$ cat config.mk
export PLATFORM = sky130hd
export DESIGN_NAME = prjr_div
export DESIGN_NICKNAME = d
export VERILOG_FILES = /design/src/rtl/prjr_pkg.sv /design/src/rtl/prjr_div.sv
export SDC_FILE = /design/constraint.sdc
export NUM_CORES = 2
export LEC_CHECK = 0
export ABC_CLOCK_PERIOD_IN_PS = 6150
export BUFFER_PORTS_ARGS = -buffer_cell sky130_fd_sc_hd__buf_2
export CAP_MARGIN = 25
export CORE_AREA = 2 2 673 675
export DETAILED_ROUTE_END_ITERATION = 12
export DIE_AREA = 0 0 675 677
export HOLD_SLACK_MARGIN = 0.12
export PLACE_DENSITY = 0.58
export REMOVE_ABC_BUFFERS = 1
export SETUP_SLACK_MARGIN = 0.15
export SLEW_MARGIN = 20
export SYNTH_ARGS = -nofsm -noshare
export SYNTH_HDL_FRONTEND = slang
export SYNTH_SLANG_ARGS = --single-unit
export TNS_END_PERCENT = 20
$ cat constraint.sdc
create_clock -name clk -period 6.15 [get_ports clk]
set_clock_uncertainty 0.2 [all_clocks]
set_input_delay 0.3075 -clock clk [delete_from_list [all_inputs] [get_ports clk]]
set_output_delay 0.3075 -clock clk [all_outputs]
set_load 0.005 [all_outputs]
$ cat src/rtl/prjr_pkg.sv
// Shared types, constants and fixed-point helpers for the reprojection unit.
package prjr_pkg;

  localparam int DIV_LAT  = 32;
  localparam int POST_LAT = DIV_LAT - 4;

  localparam logic [2:0] REG_FOCAL_X     = 3'd0;
  localparam logic [2:0] REG_FOCAL_Y     = 3'd1;
  localparam logic [2:0] REG_CENTER_X    = 3'd2;
  localparam logic [2:0] REG_CENTER_Y    = 3'd3;
  localparam logic [2:0] REG_POINT_SCALE = 3'd4;

  localparam logic signed [65:0] S32_MAX = 66'sd2147483647;
  localparam logic signed [65:0] S32_MIN = -66'sd2147483648;
  localparam logic signed [65:0] ONE_Q30 = 66'sd1073741824;

  typedef enum logic [1:0] {
    KIND_RESID  = 2'd0,
    KIND_POSE_U = 2'd1,
    KIND_POSE_V = 2'd2,
    KIND_POINT  = 2'd3
  } kind_t;

  typedef struct packed {
    logic        hit;
    logic [31:0] v;
  } sat_t;

  typedef struct packed {
    logic [2:0][2:0][31:0] rot;
    logic [31:0]           su;
    logic [31:0]           sv;
    logic [31:0]           z;
    logic                  fault;
  } side_t;

  typedef struct packed {
    logic [3:0][6:0][31:0] res;
    logic                  fault;
  } post_t;

  function automatic logic signed [65:0] sx32(input logic [31:0] a);
    return 66'($signed(a));
  endfunction

  function automatic sat_t sat32(input logic signed [65:0] a);
    sat_t r;
    if (a > S32_MAX) begin
      r.hit = 1'b1;
      r.v   = 32'h7fff_ffff;
    end else if (a < S32_MIN) begin
      r.hit = 1'b1;
      r.v   = 32'h8000_0000;
    end else begin
      r.hit = 1'b0;
      r.v   = a[31:0];
    end
    return r;
  endfunction

  function automatic sat_t qmul(input logic [31:0] a, input logic [31:0] b);
    logic signed [63:0] p;
    p = $signed(a) * $signed(b);
    return sat32(66'(p >>> 16));
  endfunction

  function automatic logic [33:0] mul_shr30(input logic [31:0] a, input logic [31:0] b);
    logic signed [63:0] p;
    p = $signed(a) * $signed(b);
    return p[63:30];
  endfunction

endpackage

$ cat src/rtl/prjr_div.sv
// Pipelined restoring divider: floor of a signed 64-bit numerator by a positive divisor.
module prjr_div import prjr_pkg::*; (
  input  logic        clk,
  input  logic        en,
  input  logic [63:0] num,
  input  logic [31:0] den,
  output logic [31:0] quo,
  output logic        ovf
);

  logic [31:0] rem [DIV_LAT];
  logic [30:0] sh  [DIV_LAT];
  logic [31:0] dv  [DIV_LAT];
  logic        ng  [DIV_LAT];
  logic        of  [DIV_LAT];

  logic [62:0] mag;
  logic [32:0] trial [DIV_LAT-1];
  logic        ge    [DIV_LAT-1];
  logic [32:0] diff  [DIV_LAT-1];

  // A negative numerator n is divided as ~n, and the quotient is inverted back.
  assign mag = num[63] ? ~num[62:0] : num[62:0];

  always_comb begin
    for (int k = 0; k < DIV_LAT - 1; k++) begin
      trial[k] = {rem[k], sh[k][30]};
      ge[k]    = trial[k] >= {1'b0, dv[k]};
      diff[k]  = trial[k] - {1'b0, dv[k]};
    end
  end

  always_ff @(posedge clk) begin
    if (en) begin
      rem[0] <= mag[62:31];
      sh[0]  <= mag[30:0];
      dv[0]  <= den;
      ng[0]  <= num[63];
      of[0]  <= mag[62:31] >= den;
      for (int k = 1; k < DIV_LAT; k++) begin
        rem[k] <= ge[k-1] ? diff[k-1][31:0] : trial[k-1][31:0];
        sh[k]  <= {sh[k-1][29:0], ge[k-1]};
        dv[k]  <= dv[k-1];
        ng[k]  <= ng[k-1];
        of[k]  <= of[k-1];
      end
    end
  end

  always_comb begin
    if (of[DIV_LAT-1]) begin
      quo = ng[DIV_LAT-1] ? 32'h8000_0000 : 32'h7fff_ffff;
    end else begin
      quo = ng[DIV_LAT-1] ? ~{1'b0, sh[DIV_LAT-1]} : {1'b0, sh[DIV_LAT-1]};
    end
  end

  assign ovf = of[DIV_LAT-1];

endmodule

* Yosys cells after proc, flatten, opt, wreduce, memory -nomap -nowiden
Memory sizes are Yosys's and may differ from the RTL's.
Index checks and enable logic that the tools add are counted.
** Storage, ports and cells
- Bits in registers :: 0
- Memory bits (writable) :: 3104
- Input port bits :: 98
- Logic and storage cells :: 107
- Memories kept :: 5
** Memory list
- dv :: words 32, width 32, rd ports 31, clocked after Yosys merged registers in 0, write ports 32, line prjr_div.sv:13 : logic [31:0] dv [DIV_LAT];
- rem :: words 32, width 32, rd ports 31, clocked after Yosys merged registers in 0, write ports 32, line prjr_div.sv:11 : logic [31:0] rem [DIV_LAT];
- sh :: words 32, width 31, rd ports 32, clocked after Yosys merged registers in 0, write ports 32, line prjr_div.sv:12 : logic [30:0] sh [DIV_LAT];
- ng :: words 32, width 1, rd ports 32, clocked after Yosys merged registers in 0, write ports 32, line prjr_div.sv:14 : logic ng [DIV_LAT];
- of :: words 32, width 1, rd ports 32, clocked after Yosys merged registers in 0, write ports 32, line prjr_div.sv:15 : logic of [DIV_LAT];
** Cells by class
- $add $sub $neg :: 31
- Magnitude comparators :: 32
- Multiplexer cells :: 37
- Bitwise gates (word level) :: 2
** Operator list (count)
- $mux 32 :: 34
- $ge 33x32->1 :: 31
- $sub 32x32->32 :: 31
- $mux 63 :: 1
- $not 63->63 :: 1
- $ge 32x32->1 :: 1
- $not 31->32 :: 1
- $mux 1 :: 2

* Longest topological paths before layout
- Word-level depth :: 3
- Gate-level depth with buffers :: 15
- Gate-level depth less buffers :: 13

* Worst setup path before layout
No wires, ideal clock.
- Path type :: reg2reg
- Start point :: memory dv[4][1] (netlist: dv[2][1])
- End point :: memory rem[5][24] (netlist: rem[0][184]) (data pin)
- Library setup time :: 0.260 ns
- Data arrival time :: 3.273 ns
- Data required time :: 5.690 ns
- Setup slack :: 2.417 ns
- Stages on the path, launching flop included :: 14
- Buffers on the path :: 1
- Clock period less this slack :: 3.733 ns
- Cells stage by stage :: edfxtp_1 > inv_1 > ha_1 > nor2b_1 > o21ai_0 > a21oi_1 > o31ai_1 > a41oi_2 > a41oi_1 > o21ai_1 > a221o_1 > a41oi_2 > buf_4 > mux2_2
** RTL lines (line)
- start, declared :: prjr_div.sv:13
- end, declared :: prjr_div.sv:11

==> impl_metrics.sql <==
INSERT INTO impl_metrics (metric_group, metric, value, unit) VALUES
('floorplanning', 'die_w', '675', 'um'),
('global_routing', 'grt_max_degree', '147', ''),
('synth', 'ys_top_cells_by_area', 'edfxtp_1 (58%), ha_1 (8.2%), mux2_2 (3.4%)', ''),
('sta', 'max-slew-margin-rel', '0.251', ''),
('synth', 'synthDistinctLibCells', '89', ''),
('sta', 'fin_tns_setup', '0', 'ns'),
('global_routing', 'grt_antenna_before_repair', '4', ''),
('synth', 'syn_inst', '12906', ''),
('hold_path', 'min_path_type', 'reg -> reg', ''),
('synth', 'syn_avg_cell_area', '12.2', 'sq um'),
('sta', 'finalSetupViolCount', '0', ''),
('placement', 'placement.setup.worst_slack', '1.09', 'ns'),
('synth', 'ys_async_sr_fraction', '0', ''),
('setup_path', 'timing.critical_path.from_type', 'register', ''),
('clock_network', 'cts_made_buffers', '353', ''),
('synth', 'ys_seq_area_frac', '0.582', ''),
('power', 'pwr_cell_area', '521', 'nW/um^2'),
('routing', 'drtPass1Iterations', '6', ''),
('sta', 'fmaxAchievable', '198', 'MHz'),
('synth', 'synth_common_cells', 'edfxtp_1 (3,040), inv_1 (1,296), ha_1 (1,024)', ''),
('cells_and_area', 'share_of_the_core_filled_with_cells_in_the_final_layout', '0.397', ''),
('cells_and_area', 'post_route_cells_drive_above_1_share', '0.0953', ''),
('routing', 'route.vias.total', '98157', ''),
('placement', 'gp_congestion', '0.936', ''),
('clock_network', 'clkLatencyLatePin', '0.96', 'ns'),
('clock_network', 'cts_hold_buffers', '233', ''),
('placement', 'dp_hpwl', '267000', 'um'),
('routing', 'remaining_drc_errors', '0', ''),
('power', 'p_total', '93.2', 'mW'),
('clock_network', 'post_cts_resized', '0', ''),
('synth', 'synth_top_area_cell', 'edfxtp_1', ''),
('clock_network', 'clk_transition_reported_paths', '0.06', 'ns'),
('synth', 'synth.most_common_cell', 'edfxtp_1', ''),
('floorplanning', 'dieHeight', '677', 'um'),
('clock_network', 'cts_root_buf', 'clkbuf_16', ''),
('floorplanning', 'die_area', '457000', 'sq um'),
('sta', 'hold_viol', '0', ''),
('status', 'run_status', 'complete, no violations', ''),
('placement', 'dpl_cell_area', '165000', 'sq um'),
('floorplanning', 'design.core.area', '451000', 'sq um'),
('sta', 'worstMarginPinSlew', '1.11', 'ns'),
('sta', 'post-route-period-util', '0.823', ''),
('floorplanning', 'placementRows', '247', ''),
('routing', 'routed_wire_length_per_instance', '18.1', 'um'),
('global_routing', 'gr-usage-all-layers', '0.152', ''),
('synth', 'synthDominantCellAreaShare', '0.582', ''),
('setup_path', 'cp_endpoint_kind', 'register', ''),
('placement', 'post_place_cells', '18824', ''),
('clock_network', 'cts_htree_levels', '5', ''),
('cells_and_area', 'area.growth.synth_to_final', '14.1', '%'),
('cells_and_area', 'final_instance_count_excl_fillers', '19701', ''),
('routing', 'routed_via_density', '4.98', ''),
('synth', 'synth_flop_cell', 'edfxtp_1', ''),
('synth', 'synth_simple_gate_area_share', '0.0771', ''),
('floorplanning', 'number_of_primary_i_o_pins', '131', ''),
('clock_network', 'clock_tree.buffer_depth', '4', ''),
('routing', 'post_drt_antenna_nets', '0', ''),
('floorplanning', 'floorplan.initialDensity', '0.348', ''),
('setup_path', 'worstPathArrival', '5.55', 'ns'),
('clock_network', 'cts_tree', 'done', ''),
('sta', 'grt_setup_unrepaired', 'no', ''),
('cells_and_area', 'num-nets-final', '14591', ''),
('cells_and_area', 'postLayoutCellArea', '179000', 'sq um'),
('synth', 'synthXorXnorAreaFrac', '0.0497', ''),
('synth', 'number_of_flops_mapped_to_enable_cells_by_yosys', '3040', ''),
('setup_path', 'criticalPathCategory', 'reg -> reg', ''),
('global_routing', 'via_count_of_the_first_global_routing_pass', '101947', ''),
('sta', 'finalMaxSlewViolations', '0', ''),
('synth', 'main_combinational_cell_family_by_area_after_synthesis', 'compound AO/OA/AOI/OAI gates', ''),
('clock_network', 'clock_sink_count', '3040', ''),
('setup_path', 'worstPathRequired', '6.64', 'ns');
-- metal layers --
metal	global-route usage	vias to the layer above	share of wire	wire length, um
li1	-	48679	-	-
met1	0.138	46836	0.34	121000
met2	0.307	1697	0.55	197000
met3	0.0175	945	0.027	9660
met4	0.107	0	0.079	28300
met5	0	-	0	0
-- layout by cell type, fill, tap and decap left out, types with 68 or more instances in the layout --
cell type      count
o21a_1           133
dlygate4sd3_1    233
a31oi_1          106
and3_1            98
o31ai_1           68
clkbuf_1          72
nand2_1          859
inv_1           1296
mux2_2           473
nand4_1          171
buf_4            102
buf_2            131
nor2_1           616
xor2_1           373
nor2b_1          142
a21oi_1          914
ha_1            1024
o21bai_1         131
clkbuf_16        355
nand3_1          170
edfxtp_1        3040
nor3_1           135
a21o_1           542
nand2b_1         124
a211oi_1          86
xnor2_1          518
o21ai_0          786
clkinv_1          73
-- power breakdown --
| part | switching [mW] | total (mW) | internal (mW) |
|---|---|---|---|
| Combinational | 22.7 | 40.4 | 17.6 |
| Clock | 8.52 | 20.5 | 12.0 |
| Sequential | 2.51 | 32.3 | 29.8 |
-- worst max-delay path, cell delays in order (launching register included) --
cell	delay, ns
edfxtp_1	0.39
ha_1	0.36
a211o_1	0.30
a21oi_1	0.33
nor2_1	0.08
o21ba_2	0.22
a2111oi_1	0.98
o41ai_1	0.33
nand2_1	0.14
o311a_1	0.67
buf_4	0.42
mux2_2	0.37
-- registers in the layout, summed over array words and instances, names as in the netlist --
signal	cells
dv	992
of	32
ng	32
rem	992
sh	992
-- path summary, 6_finish.rpt --
kind,slack (ns),start,end,depth (start not counted)
min,0.18,sh[1][58],sh[2][28],0
min reg2reg,0.18,sh[1][58],sh[2][28],0
max,1.09,rem[0][293],rem[0][328],11
max reg2reg,1.09,rem[0][293],rem[0][328],11
-- logic make-up after synthesis --
group,count (synthesis)
AO/OA/AOI/OAI,3229
adder cells (fa/ha/maj),1054
flip-flops,3040
buffers and inverters,1615
XOR/XNOR,891
multiplexers,520
AND/OR/NAND/NOR,2557
-- layout make-up --
| type | count | area, sq um |
|---|---|---|
| antenna | 16 | 40.0 |
| clock buffer | 426 | 9150 |
| clock inverter | 199 | 2080 |
| fill | 42602 | 272000 |
| inverter | 1298 | 4870 |
| multi-input combinational | 8251 | 59800 |
| sequential | 3040 | 91300 |
| tap | 5976 | 7480 |
| timing repair buffer | 495 | 4290 |
Note: power is estimated with default switching activity, not from simulation.
